==> config.mk <==
export PLATFORM = sky130hd
export DESIGN_NAME = divisor_sum_of_power_mod_prime_unit_flat
export DESIGN_NICKNAME = d
export VERILOG_FILES = /design/src/rtl/dspm_pkg.sv /design/src/rtl/dspm_ifs.sv /design/src/rtl/dspm_dpath.sv /design/src/rtl/dspm_ctrl.sv /design/src/rtl/divisor_sum_of_power_mod_prime_unit.sv /design/src/flat_wrapper.sv
export SDC_FILE = /design/constraint.sdc
export NUM_CORES = 1
export LEC_CHECK = 0
export BUFFER_PORTS_ARGS = -buffer_cell sky130_fd_sc_hd__buf_4
export CORE_MARGIN = 2
export CORE_UTILIZATION = 45
export CTS_CLUSTER_SIZE = 24
export DETAILED_ROUTE_END_ITERATION = 10
export SLEW_MARGIN = 5
export SYNTH_ARGS = -nofsm -noshare
export SYNTH_HDL_FRONTEND = slang
export SYNTH_SLANG_ARGS = --single-unit
==> constraint.sdc <==
create_clock -name i_clk -period 13.1 [get_ports i_clk]
set_input_delay 0.655 -clock i_clk [delete_from_list [all_inputs] [get_ports i_clk]]
set_output_delay 0.655 -clock i_clk [all_outputs]
set_load 0.02 [all_outputs]
==> src/rtl/dspm_pkg.sv <==
// Shared types, constants and modular helpers for the divisor-sum unit.
`default_nettype none
package dspm_pkg;

    localparam int IN_BITS   = 32;
    localparam int OUT_BITS  = 14;
    localparam int MOD_BITS  = 14;
    localparam int MCNT_BITS = 4;
    localparam logic [MOD_BITS-1:0] SUM_MOD = 14'd9901;
    // Fermat inverse exponent: modulus minus two
    localparam logic [MOD_BITS-1:0] INV_EXP = 14'd9899;

    typedef enum logic [3:0] {
        OP_NONE,
        OP_LOAD,
        OP_DIV_START,
        OP_DIV_TAKE,
        OP_NEXT_I,
        OP_PRIME_I,
        OP_PRIME_A,
        OP_RED_E1,
        OP_POW_NUM,
        OP_POW_INV,
        OP_MUL_NUM,
        OP_MUL_ACC_RED,
        OP_MUL_ACC_F,
        OP_SET_ACC,
        OP_EMIT
    } t_op;

    typedef struct packed {
        t_op op;
    } t_cmd;

    typedef struct packed {
        logic busy;
        logic early;
        logic sq_le;
        logic a_gt1;
        logic rem_zero;
        logic flag;
        logic red_one;
    } t_status;

    // One shift-add step of a modular multiply: (2r + b*x) mod SUM_MOD
    function automatic logic [MOD_BITS-1:0] mm_step(input logic [MOD_BITS-1:0] r,
                                                    input logic [MOD_BITS-1:0] x,
                                                    input logic b);
        logic [MOD_BITS:0] t;
        logic [MOD_BITS:0] u;
        t = {r, 1'b0};
        if (t >= {1'b0, SUM_MOD}) t = t - {1'b0, SUM_MOD};
        u = t + (b ? {1'b0, x} : {(MOD_BITS+1){1'b0}});
        if (u >= {1'b0, SUM_MOD}) u = u - {1'b0, SUM_MOD};
        return u[MOD_BITS-1:0];
    endfunction

    // One bit of a serial reduction: (2r + b) mod SUM_MOD
    function automatic logic [MOD_BITS-1:0] red_step(input logic [MOD_BITS-1:0] r,
                                                     input logic b);
        logic [MOD_BITS:0] t;
        t = {r, b};
        if (t >= {1'b0, SUM_MOD}) t = t - {1'b0, SUM_MOD};
        return t[MOD_BITS-1:0];
    endfunction

endpackage
`default_nettype wire

==> src/rtl/dspm_ifs.sv <==
// Valid/ready channel interfaces for operand input and result output.
`default_nettype none
interface dspm_in_if;
    logic                          valid;
    logic                          ready;
    logic [dspm_pkg::IN_BITS-1:0]  base_value;
    logic [dspm_pkg::IN_BITS-1:0]  power_value;
    modport source (output valid, output base_value, output power_value, input ready);
    modport sink   (input valid, input base_value, input power_value, output ready);
endinterface

interface dspm_out_if;
    logic                          valid;
    logic                          ready;
    logic [dspm_pkg::OUT_BITS-1:0] divisor_sum;
    modport source (output valid, output divisor_sum, input ready);
    modport sink   (input valid, input divisor_sum, output ready);
endinterface
`default_nettype wire

==> src/rtl/dspm_dpath.sv <==
// Datapath: trial divider, serial reducer, power engine and modular multiplier.
`default_nettype none
module dspm_dpath #(
    parameter int VALUE_BITS = 32
) (
    input  wire logic                            i_clk,
    input  wire logic                            i_rst_n,
    input  wire dspm_pkg::t_cmd                  i_cmd,
    input  wire logic [dspm_pkg::IN_BITS-1:0]    i_base,
    input  wire logic [dspm_pkg::IN_BITS-1:0]    i_power,
    output dspm_pkg::t_status                    o_st,
    output logic [dspm_pkg::OUT_BITS-1:0]        o_sum
);

    localparam int MB        = dspm_pkg::MOD_BITS;
    localparam int I_BITS    = (VALUE_BITS + 1) / 2 + 1;
    localparam int ISQ_BITS  = 2 * I_BITS;
    localparam int EXP_BITS  = VALUE_BITS + 6;
    localparam int DCNT_BITS = $clog2(VALUE_BITS + 1);
    localparam int RCNT_BITS = $clog2(EXP_BITS + 1);
    localparam int CB        = dspm_pkg::MCNT_BITS;

    // operand and loop registers
    logic [VALUE_BITS-1:0] r_a, r_b;
    logic [I_BITS-1:0]     r_i;
    logic [ISQ_BITS-1:0]   r_isq;
    logic [EXP_BITS-1:0]   r_exp;
    logic                  r_flag;
    logic [MB-1:0]         r_acc, r_pm, r_num, r_sum;

    // divider
    logic [VALUE_BITS-1:0] r_dq;
    logic [I_BITS-1:0]     r_dr;
    logic [DCNT_BITS-1:0]  r_dcnt;
    logic [I_BITS:0]       w_rsh;
    logic                  w_qbit;

    // reducer
    logic [EXP_BITS-1:0]   r_rsrc;
    logic [MB-1:0]         r_red;
    logic [RCNT_BITS-1:0]  r_rcnt;

    // power engine
    logic [MB-1:0]         r_pacc, r_psq, r_pyb, r_tacc, r_tsq;
    logic [EXP_BITS-1:0]   r_pexp;
    logic [CB-1:0]         r_pk;
    logic [MB-1:0]         w_tacc, w_tsq;

    // multiplier
    logic [MB-1:0]         r_mx, r_my, r_mr;
    logic [CB-1:0]         r_mcnt;
    logic                  r_mbusy;

    logic [MB-1:0]         w_pm_dec, w_pow_dec;

    assign w_rsh  = {r_dr, r_dq[VALUE_BITS-1]};
    assign w_qbit = (w_rsh >= {1'b0, r_i});
    assign w_tacc = dspm_pkg::mm_step(r_tacc, r_pacc, r_pyb[MB-1]);
    assign w_tsq  = dspm_pkg::mm_step(r_tsq, r_psq, r_pyb[MB-1]);
    assign w_pm_dec  = (r_pm == '0) ? dspm_pkg::SUM_MOD - MB'(1) : r_pm - MB'(1);
    assign w_pow_dec = (r_pacc == '0) ? dspm_pkg::SUM_MOD - MB'(1) : r_pacc - MB'(1);

    // control counters of the serial units
    always_ff @(posedge i_clk) begin
        if (!i_rst_n) begin
            r_dcnt  <= '0;
            r_rcnt  <= '0;
            r_pexp  <= '0;
            r_pk    <= '0;
            r_mcnt  <= '0;
            r_mbusy <= 1'b0;
        end else begin
            if (i_cmd.op == dspm_pkg::OP_DIV_START || i_cmd.op == dspm_pkg::OP_DIV_TAKE) begin
                r_dcnt <= DCNT_BITS'(VALUE_BITS);
            end else if (r_dcnt != '0) begin
                r_dcnt <= r_dcnt - DCNT_BITS'(1);
            end

            if (i_cmd.op == dspm_pkg::OP_PRIME_I || i_cmd.op == dspm_pkg::OP_PRIME_A
                || i_cmd.op == dspm_pkg::OP_RED_E1) begin
                r_rcnt <= RCNT_BITS'(EXP_BITS);
            end else if (r_rcnt != '0) begin
                r_rcnt <= r_rcnt - RCNT_BITS'(1);
            end

            if (i_cmd.op == dspm_pkg::OP_POW_NUM) begin
                r_pexp <= r_exp + EXP_BITS'(1);
                r_pk   <= '0;
            end else if (i_cmd.op == dspm_pkg::OP_POW_INV) begin
                r_pexp <= EXP_BITS'(dspm_pkg::INV_EXP);
                r_pk   <= '0;
            end else if (r_pexp != '0) begin
                if (r_pk == CB'(MB - 1)) begin
                    r_pk   <= '0;
                    r_pexp <= r_pexp >> 1;
                end else begin
                    r_pk <= r_pk + CB'(1);
                end
            end

            if (i_cmd.op == dspm_pkg::OP_MUL_NUM || i_cmd.op == dspm_pkg::OP_MUL_ACC_RED
                || i_cmd.op == dspm_pkg::OP_MUL_ACC_F) begin
                r_mcnt  <= '0;
                r_mbusy <= 1'b1;
            end else if (r_mbusy) begin
                r_mcnt <= r_mcnt + CB'(1);
                if (r_mcnt == CB'(MB - 1)) r_mbusy <= 1'b0;
            end
        end
    end

    // payload registers
    always_ff @(posedge i_clk) begin
        // divider step: one quotient bit per cycle
        if (r_dcnt != '0) begin
            r_dr <= w_qbit ? I_BITS'(w_rsh - {1'b0, r_i}) : w_rsh[I_BITS-1:0];
            r_dq <= {r_dq[VALUE_BITS-2:0], w_qbit};
        end
        // reducer step: one source bit per cycle
        if (r_rcnt != '0) begin
            r_red  <= dspm_pkg::red_step(r_red, r_rsrc[EXP_BITS-1]);
            r_rsrc <= r_rsrc << 1;
        end
        // power engine: square and conditional multiply in parallel
        if (r_pexp != '0) begin
            if (r_pk == CB'(MB - 1)) begin
                if (r_pexp[0]) r_pacc <= w_tacc;
                r_psq  <= w_tsq;
                r_pyb  <= w_tsq;
                r_tacc <= '0;
                r_tsq  <= '0;
            end else begin
                r_tacc <= w_tacc;
                r_tsq  <= w_tsq;
                r_pyb  <= r_pyb << 1;
            end
        end
        // multiplier step
        if (r_mbusy) begin
            r_mr <= dspm_pkg::mm_step(r_mr, r_mx, r_my[MB-1]);
            r_my <= r_my << 1;
        end

        case (i_cmd.op)
            dspm_pkg::OP_LOAD: begin
                r_a    <= i_base[VALUE_BITS-1:0];
                r_b    <= i_power[VALUE_BITS-1:0];
                r_i    <= I_BITS'(2);
                r_isq  <= ISQ_BITS'(4);
                r_exp  <= '0;
                r_flag <= 1'b0;
                r_acc  <= (i_power[VALUE_BITS-1:0] != '0 && i_base[VALUE_BITS-1:0] == '0)
                          ? '0 : MB'(1);
            end
            dspm_pkg::OP_DIV_START: begin
                r_dq <= r_a;
                r_dr <= '0;
            end
            dspm_pkg::OP_DIV_TAKE: begin
                r_a    <= r_dq;
                r_exp  <= r_exp + EXP_BITS'(r_b);
                r_flag <= 1'b1;
                r_dr   <= '0;
            end
            dspm_pkg::OP_NEXT_I: begin
                r_i    <= r_i + I_BITS'(1);
                r_isq  <= r_isq + ISQ_BITS'({r_i, 1'b1});
                r_exp  <= '0;
                r_flag <= 1'b0;
            end
            dspm_pkg::OP_PRIME_I: begin
                r_rsrc <= EXP_BITS'(r_i);
                r_red  <= '0;
            end
            dspm_pkg::OP_PRIME_A: begin
                r_rsrc <= EXP_BITS'(r_a);
                r_red  <= '0;
                r_exp  <= EXP_BITS'(r_b);
            end
            dspm_pkg::OP_RED_E1: begin
                r_rsrc <= r_exp + EXP_BITS'(1);
                r_red  <= '0;
            end
            dspm_pkg::OP_POW_NUM: begin
                r_pm   <= r_red;
                r_pacc <= MB'(1);
                r_psq  <= r_red;
                r_pyb  <= r_red;
                r_tacc <= '0;
                r_tsq  <= '0;
            end
            dspm_pkg::OP_POW_INV: begin
                r_num  <= w_pow_dec;
                r_pacc <= MB'(1);
                r_psq  <= w_pm_dec;
                r_pyb  <= w_pm_dec;
                r_tacc <= '0;
                r_tsq  <= '0;
            end
            dspm_pkg::OP_MUL_NUM: begin
                r_mx <= r_num;
                r_my <= r_pacc;
                r_mr <= '0;
            end
            dspm_pkg::OP_MUL_ACC_RED: begin
                r_mx <= r_acc;
                r_my <= r_red;
                r_mr <= '0;
            end
            dspm_pkg::OP_MUL_ACC_F: begin
                r_mx <= r_acc;
                r_my <= r_mr;
                r_mr <= '0;
            end
            dspm_pkg::OP_SET_ACC: r_acc <= r_mr;
            dspm_pkg::OP_EMIT:    r_sum <= r_acc;
            default: ;
        endcase
    end

    // status toward the controller
    assign o_st.busy     = (r_dcnt != '0) || (r_rcnt != '0) || (r_pexp != '0) || r_mbusy;
    assign o_st.early    = (r_a == '0) || (r_b == '0);
    assign o_st.sq_le    = (r_isq <= ISQ_BITS'(r_a));
    assign o_st.a_gt1    = (r_a > VALUE_BITS'(1));
    assign o_st.rem_zero = (r_dr == '0);
    assign o_st.flag     = r_flag;
    assign o_st.red_one  = (r_red == MB'(1));
    assign o_sum         = r_sum;

endmodule
`default_nettype wire

==> src/rtl/dspm_ctrl.sv <==
// Controller: sequences trial division, series factors and result handoff.
`default_nettype none
module dspm_ctrl (
    input  wire logic              i_clk,
    input  wire logic              i_rst_n,
    input  wire logic              i_in_valid,
    output logic                   o_in_ready,
    output logic                   o_out_valid,
    input  wire logic              i_out_ready,
    input  wire dspm_pkg::t_status i_st,
    output dspm_pkg::t_cmd         o_cmd
);

    typedef enum logic [11:0] {
        S_IDLE    = 12'b0000_0000_0001,
        S_SPECIAL = 12'b0000_0000_0010,
        S_TEST    = 12'b0000_0000_0100,
        S_DIV     = 12'b0000_0000_1000,
        S_RED_P   = 12'b0000_0001_0000,
        S_RED_E   = 12'b0000_0010_0000,
        S_POW_NUM = 12'b0000_0100_0000,
        S_POW_INV = 12'b0000_1000_0000,
        S_MUL_F   = 12'b0001_0000_0000,
        S_MUL_ACC = 12'b0010_0000_0000,
        S_ADV     = 12'b0100_0000_0000,
        S_FINISH  = 12'b1000_0000_0000
    } t_state;

    t_state r_state, n_state;
    logic   r_final, n_final;
    logic   r_out_valid, n_out_valid;

    // next state and command
    always_comb begin
        n_state     = r_state;
        n_final     = r_final;
        n_out_valid = r_out_valid && !i_out_ready;
        o_cmd.op    = dspm_pkg::OP_NONE;
        case (r_state)
            S_IDLE: begin
                if (i_in_valid) begin
                    o_cmd.op = dspm_pkg::OP_LOAD;
                    n_state  = S_SPECIAL;
                end
            end
            S_SPECIAL: n_state = i_st.early ? S_FINISH : S_TEST;
            S_TEST: begin
                if (i_st.sq_le) begin
                    o_cmd.op = dspm_pkg::OP_DIV_START;
                    n_state  = S_DIV;
                end else if (i_st.a_gt1) begin
                    o_cmd.op = dspm_pkg::OP_PRIME_A;
                    n_final  = 1'b1;
                    n_state  = S_RED_P;
                end else begin
                    n_state = S_FINISH;
                end
            end
            S_DIV: begin
                if (!i_st.busy) begin
                    if (i_st.rem_zero) begin
                        o_cmd.op = dspm_pkg::OP_DIV_TAKE;
                    end else if (i_st.flag) begin
                        o_cmd.op = dspm_pkg::OP_PRIME_I;
                        n_final  = 1'b0;
                        n_state  = S_RED_P;
                    end else begin
                        o_cmd.op = dspm_pkg::OP_NEXT_I;
                        n_state  = S_TEST;
                    end
                end
            end
            S_RED_P: begin
                if (!i_st.busy) begin
                    if (i_st.red_one) begin
                        o_cmd.op = dspm_pkg::OP_RED_E1;
                        n_state  = S_RED_E;
                    end else begin
                        o_cmd.op = dspm_pkg::OP_POW_NUM;
                        n_state  = S_POW_NUM;
                    end
                end
            end
            S_RED_E: begin
                if (!i_st.busy) begin
                    o_cmd.op = dspm_pkg::OP_MUL_ACC_RED;
                    n_state  = S_MUL_ACC;
                end
            end
            S_POW_NUM: begin
                if (!i_st.busy) begin
                    o_cmd.op = dspm_pkg::OP_POW_INV;
                    n_state  = S_POW_INV;
                end
            end
            S_POW_INV: begin
                if (!i_st.busy) begin
                    o_cmd.op = dspm_pkg::OP_MUL_NUM;
                    n_state  = S_MUL_F;
                end
            end
            S_MUL_F: begin
                if (!i_st.busy) begin
                    o_cmd.op = dspm_pkg::OP_MUL_ACC_F;
                    n_state  = S_MUL_ACC;
                end
            end
            S_MUL_ACC: begin
                if (!i_st.busy) begin
                    o_cmd.op = dspm_pkg::OP_SET_ACC;
                    n_state  = S_ADV;
                end
            end
            S_ADV: begin
                if (r_final) begin
                    n_state = S_FINISH;
                end else begin
                    o_cmd.op = dspm_pkg::OP_NEXT_I;
                    n_state  = S_TEST;
                end
            end
            S_FINISH: begin
                // hold until the output register is free
                if (!r_out_valid || i_out_ready) begin
                    o_cmd.op    = dspm_pkg::OP_EMIT;
                    n_out_valid = 1'b1;
                    n_state     = S_IDLE;
                end
            end
            default: n_state = S_IDLE;
        endcase
    end

    always_ff @(posedge i_clk) begin
        if (!i_rst_n) begin
            r_state     <= S_IDLE;
            r_final     <= 1'b0;
            r_out_valid <= 1'b0;
        end else begin
            r_state     <= n_state;
            r_final     <= n_final;
            r_out_valid <= n_out_valid;
        end
    end

    assign o_in_ready  = (r_state == S_IDLE);
    assign o_out_valid = r_out_valid;

endmodule
`default_nettype wire

==> src/rtl/divisor_sum_of_power_mod_prime_unit.sv <==
// Top level: sum of divisors of A^B modulo 9901.
//
// Operands (base_value, power_value) arrive as one beat on the i_in channel;
// each beat yields one beat on o_out carrying divisor_sum = sigma(A^B) mod 9901.
// Only the low VALUE_BITS bits of each operand are used.
// One operand is worked on at a time. The cost is set by the trial divider,
// a restoring divider giving one quotient bit per cycle, run on each
// candidate divisor i with i*i <= A, so a prime A near 2^32 tries about
// 65536 candidates. Each prime power found adds a serial reduction of the
// prime, then either two modular powers and two serial multiplies, or, when
// the prime is 1 mod 9901, a reduction of the exponent plus one and one
// multiply. B = 0 or A = 0 goes from the special-case check to the result.
// A finished result sits in the output register; the next operand beat is
// taken while it waits. If the receiver stalls, a second finished result
// holds inside the unit until the register frees.
// Reset (i_rst_n low, synchronous) empties the output register and returns
// the unit to idle; a pending result is dropped and not emitted afterwards.
`default_nettype none
module divisor_sum_of_power_mod_prime_unit #(
    parameter int VALUE_BITS = 32
) (
    input  wire logic  i_clk,
    input  wire logic  i_rst_n,
    dspm_in_if.sink    i_in,
    dspm_out_if.source o_out
);

    dspm_pkg::t_cmd    w_cmd;
    dspm_pkg::t_status w_st;

    dspm_ctrl u_ctrl (
        .i_clk       (i_clk),
        .i_rst_n     (i_rst_n),
        .i_in_valid  (i_in.valid),
        .o_in_ready  (i_in.ready),
        .o_out_valid (o_out.valid),
        .i_out_ready (o_out.ready),
        .i_st        (w_st),
        .o_cmd       (w_cmd)
    );

    dspm_dpath #(
        .VALUE_BITS (VALUE_BITS)
    ) u_dpath (
        .i_clk   (i_clk),
        .i_rst_n (i_rst_n),
        .i_cmd   (w_cmd),
        .i_base  (i_in.base_value),
        .i_power (i_in.power_value),
        .o_st    (w_st),
        .o_sum   (o_out.divisor_sum)
    );

    // accept operands only while no serial unit is running
    a_ready_idle: assert property (@(posedge i_clk) disable iff (!i_rst_n)
        i_in.ready |-> !w_st.busy)
        else $error("operand accepted while a unit is busy");

    // a new result is always a reduced residue
    a_sum_range: assert property (@(posedge i_clk) disable iff (!i_rst_n)
        $rose(o_out.valid) |-> (o_out.divisor_sum < dspm_pkg::SUM_MOD))
        else $error("result out of range");

    // units are started only when the datapath is quiet
    a_start_quiet: assert property (@(posedge i_clk) disable iff (!i_rst_n)
        (w_cmd.op == dspm_pkg::OP_DIV_START || w_cmd.op == dspm_pkg::OP_POW_NUM
         || w_cmd.op == dspm_pkg::OP_MUL_NUM) |-> !w_st.busy)
        else $error("unit started while busy");

    // emitting a result makes the output valid next cycle
    a_emit_valid: assert property (@(posedge i_clk) disable iff (!i_rst_n)
        (w_cmd.op == dspm_pkg::OP_EMIT) |=> o_out.valid)
        else $error("emitted result not presented");

endmodule
`default_nettype wire
==> src/flat_wrapper.sv <==
// flat-port wrapper written by rule: the top's interface ports become plain ports
module divisor_sum_of_power_mod_prime_unit_flat 
#(
    parameter int VALUE_BITS = 32
)
  (i_clk, i_rst_n, i_in_valid, i_in_base_value, i_in_power_value, i_in_ready, o_out_valid, o_out_divisor_sum, o_out_ready);
  dspm_in_if i_in_i ();
  dspm_out_if o_out_i ();
  input  wire logic i_clk;
  input  wire logic i_rst_n;
  input wire logic [$bits(i_in_i.valid)-1:0] i_in_valid;
  input wire logic [$bits(i_in_i.base_value)-1:0] i_in_base_value;
  input wire logic [$bits(i_in_i.power_value)-1:0] i_in_power_value;
  output wire logic [$bits(i_in_i.ready)-1:0] i_in_ready;
  output wire logic [$bits(o_out_i.valid)-1:0] o_out_valid;
  output wire logic [$bits(o_out_i.divisor_sum)-1:0] o_out_divisor_sum;
  input wire logic [$bits(o_out_i.ready)-1:0] o_out_ready;
  assign i_in_i.valid = i_in_valid;
  assign i_in_i.base_value = i_in_base_value;
  assign i_in_i.power_value = i_in_power_value;
  assign i_in_ready = i_in_i.ready;
  assign o_out_valid = o_out_i.valid;
  assign o_out_divisor_sum = o_out_i.divisor_sum;
  assign o_out_i.ready = o_out_ready;
  divisor_sum_of_power_mod_prime_unit #(.VALUE_BITS(VALUE_BITS)) u_core (.i_clk(i_clk), .i_rst_n(i_rst_n), .i_in(i_in_i), .o_out(o_out_i));
endmodule
==> results.toml <==
[drt]
vias_per_cell = 5.86
drt_iter0_drc = 1860
wl_per_cell_um = 19.5
drtAntennaViolNets = 0
post-route-drc-count = 0
dr.pass1.iters = 6
num_vias = 25100
drt_wl_total_um = 83700

[yosys]
synth_top_area_cell = "edfxtp_1"
synth_area_um2 = 31000
synth_area_leaders = "edfxtp_1 33%, dfxtp_1 10%, ha_1 6.5%"
yosysSeqAreaShare_pct = 42.8
synth-async-reset-ratio_pct = 0
synth_edf_count = 336
netlist.area_leader.share_pct = 32.5
synth_ff_type = "edfxtp_1"
synth_seq_cells = 496
postSynthAreaPerCell_um2 = 9.34
synthCells = 3321
synth_nets = 3556
ys_warn_count = 0
synth_cell_types = 89

[die]
die_area_um2 = 71100
die_h_um = 267
die_w_um = 267
start_util_pct = 45.3
core-area_um2 = 68500
std_cell_rows = 96
ios = 84

[setup_path]
cp.arrival_ps = 7400
crit_fanout = 11
cp_slowest_cell = "o211ai_1"
crit_type = "reg2reg"
cp_common_cell = "a21oi_1"
critPathLaunchType = "register"
critPathTopFamily = "compound AO/OA/AOI/OAI gates"
cp.required_ps = 13430
path_cells = "ha_1 > a21o_1 > a21o_1 > a21oi_1 > o21ai_0 > a21oi_1 > inv_1 > ha_1 > fa_1 > a211oi_1 > nor2_1 > o311ai_0 > a21o_1 > a21oi_1 > o41a_1 > o211ai_1 > and2_1 > a21oi_1 > a31oi_1 > o21ai_0"
crit_path_end_kind = "register"
path_buf_inv = 1
slowest_delay_ps = 800

[grt]
grt_overflow = 0
grt_usage_pct = 23.1
antenna_found_initial = 0
grt_pass1_vias = 24400
grt_pass1_wl_um = 132000
grt_max_degree = 65

[worst_hold_path]
hold_class = "in2reg"

[timing]
fin_crit_ps = 7070
final.setup_skew_ps = 32.9
hold_viol = 0
final_max_slew_viol_count = 0
period_share_pct = 54.0
clock.fmax_ghz = 0.141
tightest_slew_ps = 1350
slew_headroom_pct = 9.24
rsz0062_at_grt = "false"
finalSetupTns_ps = 0
finalSetupViolations = 0

[power]
leakagePower_nw = 13.4
power.total_mw = 8.97
power_density_nw_per_um2 = 262
peakVddDrop_mv = 0.123

[cts]
root_buffer = "clkbuf_16"
clk_latency_ps = 630
cts_resized = 0
clkTransAtPathRegs_ps = 60
hold_buffers = 0
cts-buffers-inserted = 56
cts.sinks = 496
cts_setup_buffers = 0
clock_path_buffers = 3
cts_tree = "done"
ctsHtreeMaxLevel = 2

[place]
post-dp-hpwl_um = 61500
place.gp.congestion = 0.883
portBuffers = 83

[finish]
final_common_cell = "nor2_1"
final_cell_mix = "355 x nor2_1, 336 x edfxtp_1, 299 x nand2_1, 223 x o21ai_0, 189 x a21oi_1"
area_growth_pct = 10.3
n_antenna_cell = 0
fin_nets = 3586
final_layout_size_suffix_gt1_share_pct = 9.62

[status]
status = "completed"

[flow_run]
drv_cap = 0
## synth_stat cells (15+ instances only)
master,number
or2_2,22
nand4_1,39
a222oi_1,15
o31ai_1,20
ha_1,161
xnor2_1,149
xor2_1,101
a21oi_1,189
a31oi_1,33
nand2_1,301
nor3_1,77
a22oi_1,15
and3_1,35
mux2i_1,31
a211oi_1,51
and2_1,62
or3_1,20
a21o_1,73
o21ai_0,224
nor2b_1,31
nor4_1,63
nor2_1,357
nand2b_1,26
o21ai_1,18
o211ai_1,24
dfxtp_1,160
clkbuf_1,106
inv_1,151
edfxtp_1,336
o21a_1,46
buf_2,17
nand3_1,67
mux2_2,80
## sequential cells by signal, indices dropped and copies added (netlist names), 17 cells and up
signal / cells
u_core.u_dpath.r_b: 32
u_core.u_dpath.r_isq: 34
u_core.u_dpath.r_i: 17
u_core.u_dpath.r_exp: 38
u_core.u_dpath.r_dr: 17
u_core.u_dpath.r_pexp: 38
u_core.u_dpath.r_dq: 32
u_core.u_dpath.r_rsrc: 38
u_core.u_dpath.r_a: 32
## metal layers
metal,vias up,GRT usage (%),share of wire (%)
met5,-,0,0
met4,0,8.08,3.2
met3,138,2.42,4.2
met2,651,39.3,48
met1,12100,30.6,44
li1,12200,-,-
## cells by family (layout without fill, tap and decap cells)
group,after synthesis,count (layout),share of synthesized area (%)
AO/OA/AOI/OAI,839,839,17.4
AND/OR/NAND/NOR,1167,1167,18.1
adder cells (fa/ha/maj),167,167,6.88
flip-flops,496,496,42.8
XOR/XNOR,250,250,7.06
buffers and inverters,287,364,3.65
multiplexers,115,115,4.05
## final timing paths
path         slack (ps)                       end  cells past startpoint                     start
max                6030  u_core.u_dpath.r_pyb[10]                     20   u_core.u_dpath.r_tsq[0]
min                 220    u_core.u_dpath.r_b[25]                      1      i_in_power_value[25]
max reg2reg        6030  u_core.u_dpath.r_pyb[10]                     20   u_core.u_dpath.r_tsq[0]
min reg2reg         440  u_core.u_dpath.o_sum[13]                      0  u_core.u_dpath.r_acc[13]
## final cells by class
| cell class | count | area, um^2 |
|---|---|---|
| timing repair buffer | 108 | 811 |
| tap | 882 | 1100 |
| multi-input combinational | 2538 | 16700 |
| clock inverter | 20 | 195 |
| clock buffer | 85 | 1600 |
| fill | 6377 | 34200 |
| sequential | 496 | 13300 |
| inverter | 151 | 567 |
## report_power, final
part	internal, mW	switching (mW)
clock network	0.900	0.653
registers	2.29	0.477
logic	1.86	2.78
## metrics by stage
step,hold WS (ps),setup WS [ps],instance area [um^2],util [%],cells
after detailed placement,430,5980,32400,47.4,4175
final,215,6030,34200,50.0,4280
after floorplan,406,7600,31000,-,3321
after global placement,436,6180,32400,47.4,4175
after global routing,192,5370,34200,50.0,4280
after CTS,177,5980,34200,50.0,4280
Power figures use the tool's default switching activity.
